`config.mk`:
```
export PLATFORM = sky130hd
export DESIGN_NAME = burst_address_sequencer
export DESIGN_NICKNAME = d
export VERILOG_FILES = /design/src/sv/bas_pkg.sv /design/src/sv/burst_address_sequencer.sv
export SDC_FILE = /design/constraint.sdc
export NUM_CORES = 1
export LEC_CHECK = 0
export ABC_AREA = 0
export BUFFER_PORTS_ARGS = -buffer_cell sky130_fd_sc_hd__buf_4
export CAP_MARGIN = 30
export CORE_MARGIN = 2
export CORE_UTILIZATION = 45
export DETAILED_ROUTE_END_ITERATION = 8
export GPL_TIMING_DRIVEN = 0
export PLACE_DENSITY_LB_ADDON = 0.25
export SLEW_MARGIN = 25
export SYNTH_ARGS = -nofsm -noshare
export SYNTH_HDL_FRONTEND = slang
export SYNTH_SLANG_ARGS = --single-unit
```
`constraint.sdc`:
```
create_clock -name clk -period 3.56 [get_ports clk]
set_input_delay 0.178 -clock clk [delete_from_list [all_inputs] [get_ports clk]]
set_output_delay 0.178 -clock clk [all_outputs]
set_load 0.005 [all_outputs]
```
`src/sv/bas_pkg.sv`:
```
// Shared widths, types and register indexes for the burst address sequencer.
// No dependencies; imported by burst_address_sequencer.
`default_nettype none

package bas_pkg;

  localparam int ADDR_BITS   = 14;
  localparam int REPEAT_BITS = 16;
  localparam int PERIOD_BITS = 32;
  localparam int COUNT_BITS  = 16;

  // config port: four registers, data as wide as the widest one
  localparam int CFG_REGS      = 4;
  localparam int CFG_IDX_BITS  = $clog2(CFG_REGS);
  localparam int CFG_DATA_BITS = PERIOD_BITS;

  typedef logic [ADDR_BITS-1:0]     addr_t;
  typedef logic [REPEAT_BITS-1:0]   repeat_t;
  typedef logic [PERIOD_BITS-1:0]   period_t;
  typedef logic [COUNT_BITS-1:0]    count_t;
  typedef logic [CFG_IDX_BITS-1:0]  cfg_idx_t;
  typedef logic [CFG_DATA_BITS-1:0] cfg_data_t;

  localparam cfg_idx_t REG_REPEATS = cfg_idx_t'(0);
  localparam cfg_idx_t REG_LENGTH  = cfg_idx_t'(1);
  localparam cfg_idx_t REG_PERIOD  = cfg_idx_t'(2);
  localparam cfg_idx_t REG_PERIODS = cfg_idx_t'(3);

endpackage

`default_nettype wire

```
`src/sv/burst_address_sequencer.sv`:
```
// Burst address sequencer: one buffer address per sample tick word.
// Depends on bas_pkg for widths, types and config register indexes.
// The result is registered and is valid in the cycle after the input is accepted.
// Throughput: one word per cycle while out_ready holds; the sequence counters
// and the result register update in the same cycle, and in_ready follows the
// result register (free, or being drained this cycle).
// Reset (rst_n, synchronous): config registers and all counters go to zero,
// the burst starts at period zero, and the result register is emptied.
`default_nettype none

module burst_address_sequencer (
  input  wire logic              clk,
  input  wire logic              rst_n,
  // config write port
  input  wire logic              cfg_we,
  input  wire bas_pkg::cfg_idx_t cfg_index,
  input  wire bas_pkg::cfg_data_t cfg_data,
  // sample tick input
  input  wire logic              in_valid,
  output logic                   in_ready,
  input  wire logic              in_restart,
  // address output
  output logic                   out_valid,
  input  wire logic              out_ready,
  output bas_pkg::addr_t         out_address,
  output logic                   out_active,
  output logic                   out_period_end,
  output logic                   out_burst_end
);

  import bas_pkg::*;

  // config registers
  repeat_t repeats_m1_r;
  addr_t   length_m1_r;
  period_t period_m1_r;
  count_t  periods_m1_r;

  // sequence state
  repeat_t repeat_count_r, repeat_count_nxt;
  addr_t   data_index_r,   data_index_nxt;
  period_t period_pos_r,   period_pos_nxt;
  count_t  period_count_r, period_count_nxt;
  logic    finished_r,     finished_nxt;

  // result register
  logic    out_valid_r;
  addr_t   out_address_r,    address_nxt;
  logic    out_active_r,     active_nxt;
  logic    out_period_end_r, period_end_nxt;
  logic    out_burst_end_r,  burst_end_nxt;

  // effective state after an optional restart
  repeat_t rc_eff;
  addr_t   di_eff;
  period_t pos_eff;
  count_t  pc_eff;
  logic    fin_eff;
  logic    pend;
  logic    accept;

  // result slot is free or drains this cycle
  assign in_ready = !out_valid_r || out_ready;
  assign accept   = in_valid && in_ready;

  always_comb begin
    rc_eff  = in_restart ? '0 : repeat_count_r;
    di_eff  = in_restart ? '0 : data_index_r;
    pos_eff = in_restart ? '0 : period_pos_r;
    pc_eff  = in_restart ? '0 : period_count_r;
    fin_eff = in_restart ? 1'b0 : finished_r;

    pend = (pos_eff >= period_m1_r);

    repeat_count_nxt = rc_eff;
    data_index_nxt   = di_eff;
    period_pos_nxt   = pos_eff;
    period_count_nxt = pc_eff;
    finished_nxt     = fin_eff;

    address_nxt    = '0;
    active_nxt     = 1'b0;
    period_end_nxt = 1'b0;
    burst_end_nxt  = 1'b0;

    if (!fin_eff) begin
      // clamp in case length was lowered mid-burst
      address_nxt    = (di_eff > length_m1_r) ? length_m1_r : di_eff;
      active_nxt     = 1'b1;
      period_end_nxt = pend;

      if (pend) begin
        period_pos_nxt   = '0;
        repeat_count_nxt = '0;
        data_index_nxt   = '0;
        if (pc_eff >= periods_m1_r) begin
          finished_nxt  = 1'b1;
          burst_end_nxt = 1'b1;
        end else begin
          period_count_nxt = pc_eff + count_t'(1);
        end
      end else begin
        period_pos_nxt = pos_eff + period_t'(1);
        if (rc_eff >= repeats_m1_r) begin
          repeat_count_nxt = '0;
          // fill part: index parks on the last data address
          if (di_eff < length_m1_r) begin
            data_index_nxt = di_eff + addr_t'(1);
          end
        end else begin
          repeat_count_nxt = rc_eff + repeat_t'(1);
        end
      end
    end
  end

  // config writes, masked to register widths
  always_ff @(posedge clk) begin
    if (!rst_n) begin
      repeats_m1_r <= '0;
      length_m1_r  <= '0;
      period_m1_r  <= '0;
      periods_m1_r <= '0;
    end else if (cfg_we) begin
      case (cfg_index)
        REG_REPEATS: repeats_m1_r <= cfg_data[REPEAT_BITS-1:0];
        REG_LENGTH:  length_m1_r  <= cfg_data[ADDR_BITS-1:0];
        REG_PERIOD:  period_m1_r  <= cfg_data[PERIOD_BITS-1:0];
        REG_PERIODS: periods_m1_r <= cfg_data[COUNT_BITS-1:0];
        default: ;
      endcase
    end
  end

  // sequence state advances once per accepted word
  always_ff @(posedge clk) begin
    if (!rst_n) begin
      repeat_count_r <= '0;
      data_index_r   <= '0;
      period_pos_r   <= '0;
      period_count_r <= '0;
      finished_r     <= 1'b0;
    end else if (accept) begin
      repeat_count_r <= repeat_count_nxt;
      data_index_r   <= data_index_nxt;
      period_pos_r   <= period_pos_nxt;
      period_count_r <= period_count_nxt;
      finished_r     <= finished_nxt;
    end
  end

  // result register
  always_ff @(posedge clk) begin
    if (!rst_n) begin
      out_valid_r <= 1'b0;
    end else if (in_ready) begin
      out_valid_r <= in_valid;
    end
  end

  always_ff @(posedge clk) begin
    if (accept) begin
      out_address_r    <= address_nxt;
      out_active_r     <= active_nxt;
      out_period_end_r <= period_end_nxt;
      out_burst_end_r  <= burst_end_nxt;
    end
  end

  assign out_valid      = out_valid_r;
  assign out_address    = out_address_r;
  assign out_active     = out_active_r;
  assign out_period_end = out_period_end_r;
  assign out_burst_end  = out_burst_end_r;

endmodule

`default_nettype wire
```
==> reports/results.ini, run 1 <==
[synthesis]
ys_top_cells_by_area = dfxtp_1 30%, ha_1 9.5%, nand2_1 8.7%
synth_top_area_share_pct = 29.7
synth_cell_type_count = 79
ys_seq_elements = 175
syn-cell-area_um2 = 10600
seq_area_frac_synth_pct = 34.5
synth_nets = 1494
synth_top_cell_by_area = dfxtp_1
async_flop_share_pct = 0
synth_edf_count = 17
yosys_warnings = 0
synth_ff_type = dfxtp_1
netlist_instances = 1373
syn_avg_cell_area_um2 = 7.75

[timing]
max_slew_margin_pct = 36.7
min_period_ns = 3.48
setup_tns_ns = 0
timing.final.ws_setup_ns = 0.0777
hold_viol_final = 0
worstMarginPinSlew_ns = 0.949
timing.fmax_mhz = 287
min_period_over_period_pct = 97.8
fin_skew_ns = 0.00985
setup_viol = 0
drv_slew = 0
rsz0062_at_grt = no

[global_routing]
grt.overflow.total = 0
track_usage_pct = 27.7
grt_pass1_wl_um = 52900
grt_max_degree = 24
antenna_found_initial = 0
grt_pass1_vias = 9705

[floorplanning]
rows = 56
io_pins = 59
core-area_um2 = 23300
fp.dieArea_um2 = 24900
die_x_um = 158
dieHeight_um = 158
start_util_pct = 45.6

[routing]
wire_per_inst_um = 18.8
drc = 0
initialDrtViolationCount = 893
wl_um = 33700
ant_nets = 0
first_pass_iters = 5
vias_per_cell = 5.77
vias = 10378

[layout]
num-fill-cells = 2259
drive_gt1_share_pct = 10.4
final_nets = 1588
area_delta_synth_final_pct = 15.7
antenna_cells = 0

[critical_path]
max_stage_delay_ns = 0.40
crit_path_cell_trace = buf_6 -> buf_12 -> clkbuf_8 -> buf_4 -> buf_4 -> nor2b_1 -> ha_1 -> nand4_1 -> nor4_4 -> nand3_1 -> a31o_2 -> a31o_2 -> buf_6 -> buf_2 -> buf_2 -> a22oi_1 -> nor2_1
crit_required_ns = 3.85
crit_type = primary input to flop
critPathArrivalTime_ns = 3.78
reg2reg_depth = 9
rrSetupSlack_ns = 0.32
cp-end-kind = flop
worstSetupEndpoint = period_pos_r[5]
r2r_start = period_pos_r[23]
startpoint = in_restart
critical_path.slowest_cell = nor4_4
cp_num_buf_inv = 8
cp-start-kind = primary input
path_max_fanout = 19
reg2reg_to = repeat_count_r[13]
path_depth = 17
cp_top_family = buffers and inverters

[clocking]
clk_pin_slew_ns = 0.07
clock_sinks = 175
clk_latency_ns = 0.44
cts_root_buffer = clkbuf_16
htree_levels = 4
cts_buffers = 17
post-cts-setup-buffers = 0
cts_buffer_depth = 2
cts_tree = done

[placed_design]
finalWeightedCongestion = 0.920
dp_hpwl_um = 25100
pre_cts_ws_ns = -1.89
io_buffers = 57

[power_and_ir_drop]
cellLeakagePower_uw = 0.00473
ir_drop_v = 0.000310
power_density_nw_per_um2 = 387

[min_path]
hold_class = primary input to flop

[outcome]
outcome = finished, final reports clean

[flow_run]
drv_cap = 0

[power breakdown]
group / internal (uW) / total (uW) / leakage, uW / switching [uW]
Sequential: 2040 / 2070 / 0.00145 / 30.5
Combinational: 258 / 780 / 0.00301 / 522
Clock: 1060 / 1910 / 0.000273 / 849
[synthesized netlist by cell type (all sizes together) (23+ instances only)]
master	count
nand3	57
dfxtp	158
nand2	248
nor2b	61
mux2i	24
nor2	74
a21oi	133
clkbuf	60
nand4	41
o21ai	46
inv	103
and3	23
ha	81
[registers in the layout, indices dropped and copies added (netlist names)]
register / flops
data_index_r: 14
out_valid: 1
out_burst_end: 1
repeat_count_r: 16
period_pos_r: 32
period_m1_r: 32
period_count_r: 16
periods_m1_r: 16
out_address: 14
finished_r: 1
length_m1_r: 14
out_active: 1
repeats_m1_r: 16
out_period_end: 1
[cell type report]
cell class                 count  area, um2  share of cell area [%]
buffer                        74        349                    2.84
sequential                   175       3670                    29.8
timing repair buffer          77        634                    5.15
tap                          319        399                    3.24
clock buffer                  20        447                    3.63
multi-input combinational   1019       6290                    51.1
clock inverter                12        135                    1.10
inverter                     103        387                    3.14
[worst min-delay path by stage]
stage                             from         endpoint  slack, ns  cells past startpoint
final                     cfg_data[15]  period_m1_r[15]       0.04                      3
after global routing      cfg_data[15]  period_m1_r[15]       0.03                      3
after CTS                  cfg_data[0]  repeats_m1_r[0]       0.03                      3
after detailed placement      in_valid        out_valid       0.43                      3
after global placement    cfg_data[26]  period_m1_r[26]       0.42                      3
after floorplan               in_valid        out_valid       0.31                      2
[kinds of logic after synthesis]
kind of cell	count (synthesis)	synth area share [%]
simple gates	606	28.6
compound gates	295	17.2
buf+inv	179	6.64
flops	175	34.5
fa+ha+maj	81	9.52
mux	30	2.89
xor+xnor	7	0.576
[cell usage in the layout, fill, tap and decap left out, types with 6 or more instances in the layout]
master,n
o31ai_1,6
buf_4,58
a21o_1,14
clkbuf_16,17
nor2_1,72
inv_1,102
nor3_1,15
and4_1,7
edfxtp_1,17
nor2b_1,61
nand2_1,247
nand4_1,39
clkbuf_1,52
dlygate4sd3_1,17
o21ai_0,45
and3_1,23
a31o_2,11
a21oi_1,133
or4_1,13
mux2_2,6
a31oi_1,18
clkbuf_2,6
buf_2,7
ha_1,81
mux2i_1,24
o21bai_1,7
nor4_1,12
and2_1,11
nand2b_1,12
nand3_1,57
a22oi_1,8
dfxtp_1,158
o31a_1,6
[stage by stage]
stage                     hold slack [ns]  power (uW)  utilization [%]  instance area, um2  instances
after CTS                          0.0282        4740             52.7               12300       1797
after floorplan                     0.307        2550                -               10600       1373
after global routing               0.0324        4930             52.8               12300       1799
after global placement              0.423        2830             49.2               11500       1749
final                              0.0355        4760             52.8               12300       1799
after detailed placement            0.434        2840             49.3               11500       1750
[worst min-delay path: cells and delay by family]
family          cells  cell delay, ns
compound gates      1            0.05
buf+inv             1            0.14
simple gates        1            0.06
[layer usage]
metal / wire length, um / GRT usage (%) / part of all wire, %
met1: 14900 / 38.0 / 44
met2: 14500 / 42.4 / 43
met3: 2800 / 4.68 / 8.3
met4: 1500 / 12.9 / 4.4
met5: 0 / 0 / 0
[timing repair]
action	4_1_cts	5_1_grt
resized for setup	13	10
hold endpoints to repair	17	0
cloned	0	0
hold buffers	17	0
setup endpoints to repair	95	64
pin swaps	0	1
(Power assumes the default switching activity.)
==> run 2, diff against run 1 <==
CTS_CLUSTER_SIZE = 8   (was not set)
clock period = 3.8 ns   (was 3.56 ns; I/O delays follow)
==> run 2 against run 1 <==
Design area shrank 0.37%. Routed wire length grew 0.30%. Sequential cell count is the same. Combinational power shrank 6.3%. Utilization shrank 0.19 points. First-iteration DRC count grew 1.6%. Global-route usage grew 0.12 points. Critical path depth shrank 1. Via count is the same. Largest cell class unchanged. Largest power group unchanged. Highest routed layer unchanged.
==> reports/results.ini, run 2 (synthesis gave the netlist of run 1 again) <==
[floorplanning]
rows = 56
io_pins = 59
die_x_um = 158
dieHeight_um = 158
core-area_um2 = 23300
start_util_pct = 45.6
fp.dieArea_um2 = 24900

[power_and_ir_drop]
ir_drop_v = 0.000214
cellLeakagePower_uw = 0.00472
power_density_nw_per_um2 = 363

[placed_design]
dp_hpwl_um = 25000
dp.cells = 1750
pre_cts_ws_ns = -2.05
io_buffers = 57
finalWeightedCongestion = 0.914

[critical_path]
max_stage_delay_ns = 0.38
cp-end-kind = flop
crit_path_frequent_cell = buf_2
critPathArrivalTime_ns = 3.85
crit_required_ns = 3.97
path_max_fanout = 19
cp-start-kind = primary input
crit_path_cell_trace = buf_4 -> buf_8 -> clkbuf_8 -> buf_4 -> buf_2 -> nor2_1 -> ha_1 -> nand4_1 -> nor3_1 -> a221o_1 -> nor3_4 -> a31o_2 -> buf_6 -> buf_2 -> buf_2 -> nor2_1
rrSetupSlack_ns = 0.39
crit_type = primary input to flop
critical_path.slowest_cell = a221o_1

[clocking]
clock_sinks = 175
clk_latency_ns = 0.44
htree_levels = 4
cts_buffer_depth = 2
cts_buffers = 17
clk_pin_slew_ns = 0.07
cts_root_buffer = clkbuf_16
cts_tree = done

[routing]
ant_nets = 0
drc = 0
vias = 10378
first_pass_iters = 5
initialDrtViolationCount = 907
vias_per_cell = 5.78
wl_um = 33800
wire_per_inst_um = 18.8

[timing]
min_period_over_period_pct = 96.8
setup_viol = 0
timing.final.ws_setup_ns = 0.120
worstMarginPinSlew_ns = 0.983
drv_slew = 0
min_period_ns = 3.68
setup_tns_ns = 0
max_slew_margin_pct = 34.5
fin_skew_ns = 0.0116
rsz0062_at_grt = no
hold_viol_final = 0
timing.fmax_mhz = 272
hold_ws_ns = 0.0102

[global_routing]
grt_pass1_wl_um = 52700
grt_max_degree = 20
antenna_found_initial = 0
grt_pass1_vias = 9587
grt.overflow.total = 0
track_usage_pct = 27.8

[layout]
mostFrequentLayoutCell = nand2_1
final_core_util_pct = 52.6
fin_cells = 1795
top_regs = period_m1_r x32, period_pos_r x32
drive_gt1_share_pct = 10.3
area_delta_synth_final_pct = 15.2
final_nets = 1584
most-common-layout-cells = 247 x nand2_1, 158 x dfxtp_1, 133 x a21oi_1
antenna_cells = 0

[outcome]
outcome = finished, final reports clean

[min_path]
hold_class = primary input to flop

[flow_run]
drv_cap = 0

run 2: where the power goes:
| part | leakage (uW) | internal, uW | switching, uW | total (uW) |
|---|---|---|---|---|
| registers | 0.00145 | 1910 | 29.0 | 1940 |
| logic | 0.00299 | 237 | 494 | 731 |
| clock network | 0.000286 | 982 | 796 | 1780 |
| total | 0.00472 | 3130 | 1320 | 4450 |
run 2: worst paths after layout:
check                         from              end  cells past startpoint
hold / removal        cfg_data[24]  period_m1_r[24]                      3
setup / recovery        in_restart    out_burst_end                     16
setup reg to reg  period_pos_r[23]    out_burst_end                     11
hold reg to reg     period_m1_r[9]   period_m1_r[9]                      2
run 2: layout make-up:
cell class,instances,area [um2]
timing repair buffer,73,597
inverter,103,387
sequential,175,3670
tap,319,399
clock buffer,21,482
clock inverter,11,101
multi-input combinational,1019,6280
fill,2307,11100
buffer,74,343
run 2: critical path, delay by kind of cell:
family                   cells  cell delay, ns
buffers and inverters        8            1.88
AND/OR/NAND/NOR              5            0.85
AO/OA/AOI/OAI                2            0.61
adder cells (fa/ha/maj)      1            0.28
run 2: routing by layer:
metal / up-vias / part of all wire, % / wire length [um] / global-route usage (%)
met2: 465 / 45 / 15100 / 43.8
li1: 4995 / - / - / -
met4: 0 / 3.3 / 1120 / 10.4
met5: - / 0 / 0 / 0
met1: 4855 / 42 / 14300 / 36.9
met3: 63 / 10 / 3380 / 6.71
run 2: through the flow:
stage          total power, uW  area [um2]
2_1_floorplan             2390       10600
3_3_place_gp              2660       11500
3_5_place_dp              2670       11500
4_1_cts                   4440       12200
5_1_grt                   4600       12300
6_report                  4450       12300
run 2: timing repair:
item	in CTS	in global routing
pin swaps	0	1
hold buffers	13	0
endpoints found under the hold margin	13	0
buffers inserted	0	0
setup endpoints to repair	95	55
gates resized for setup	14	5
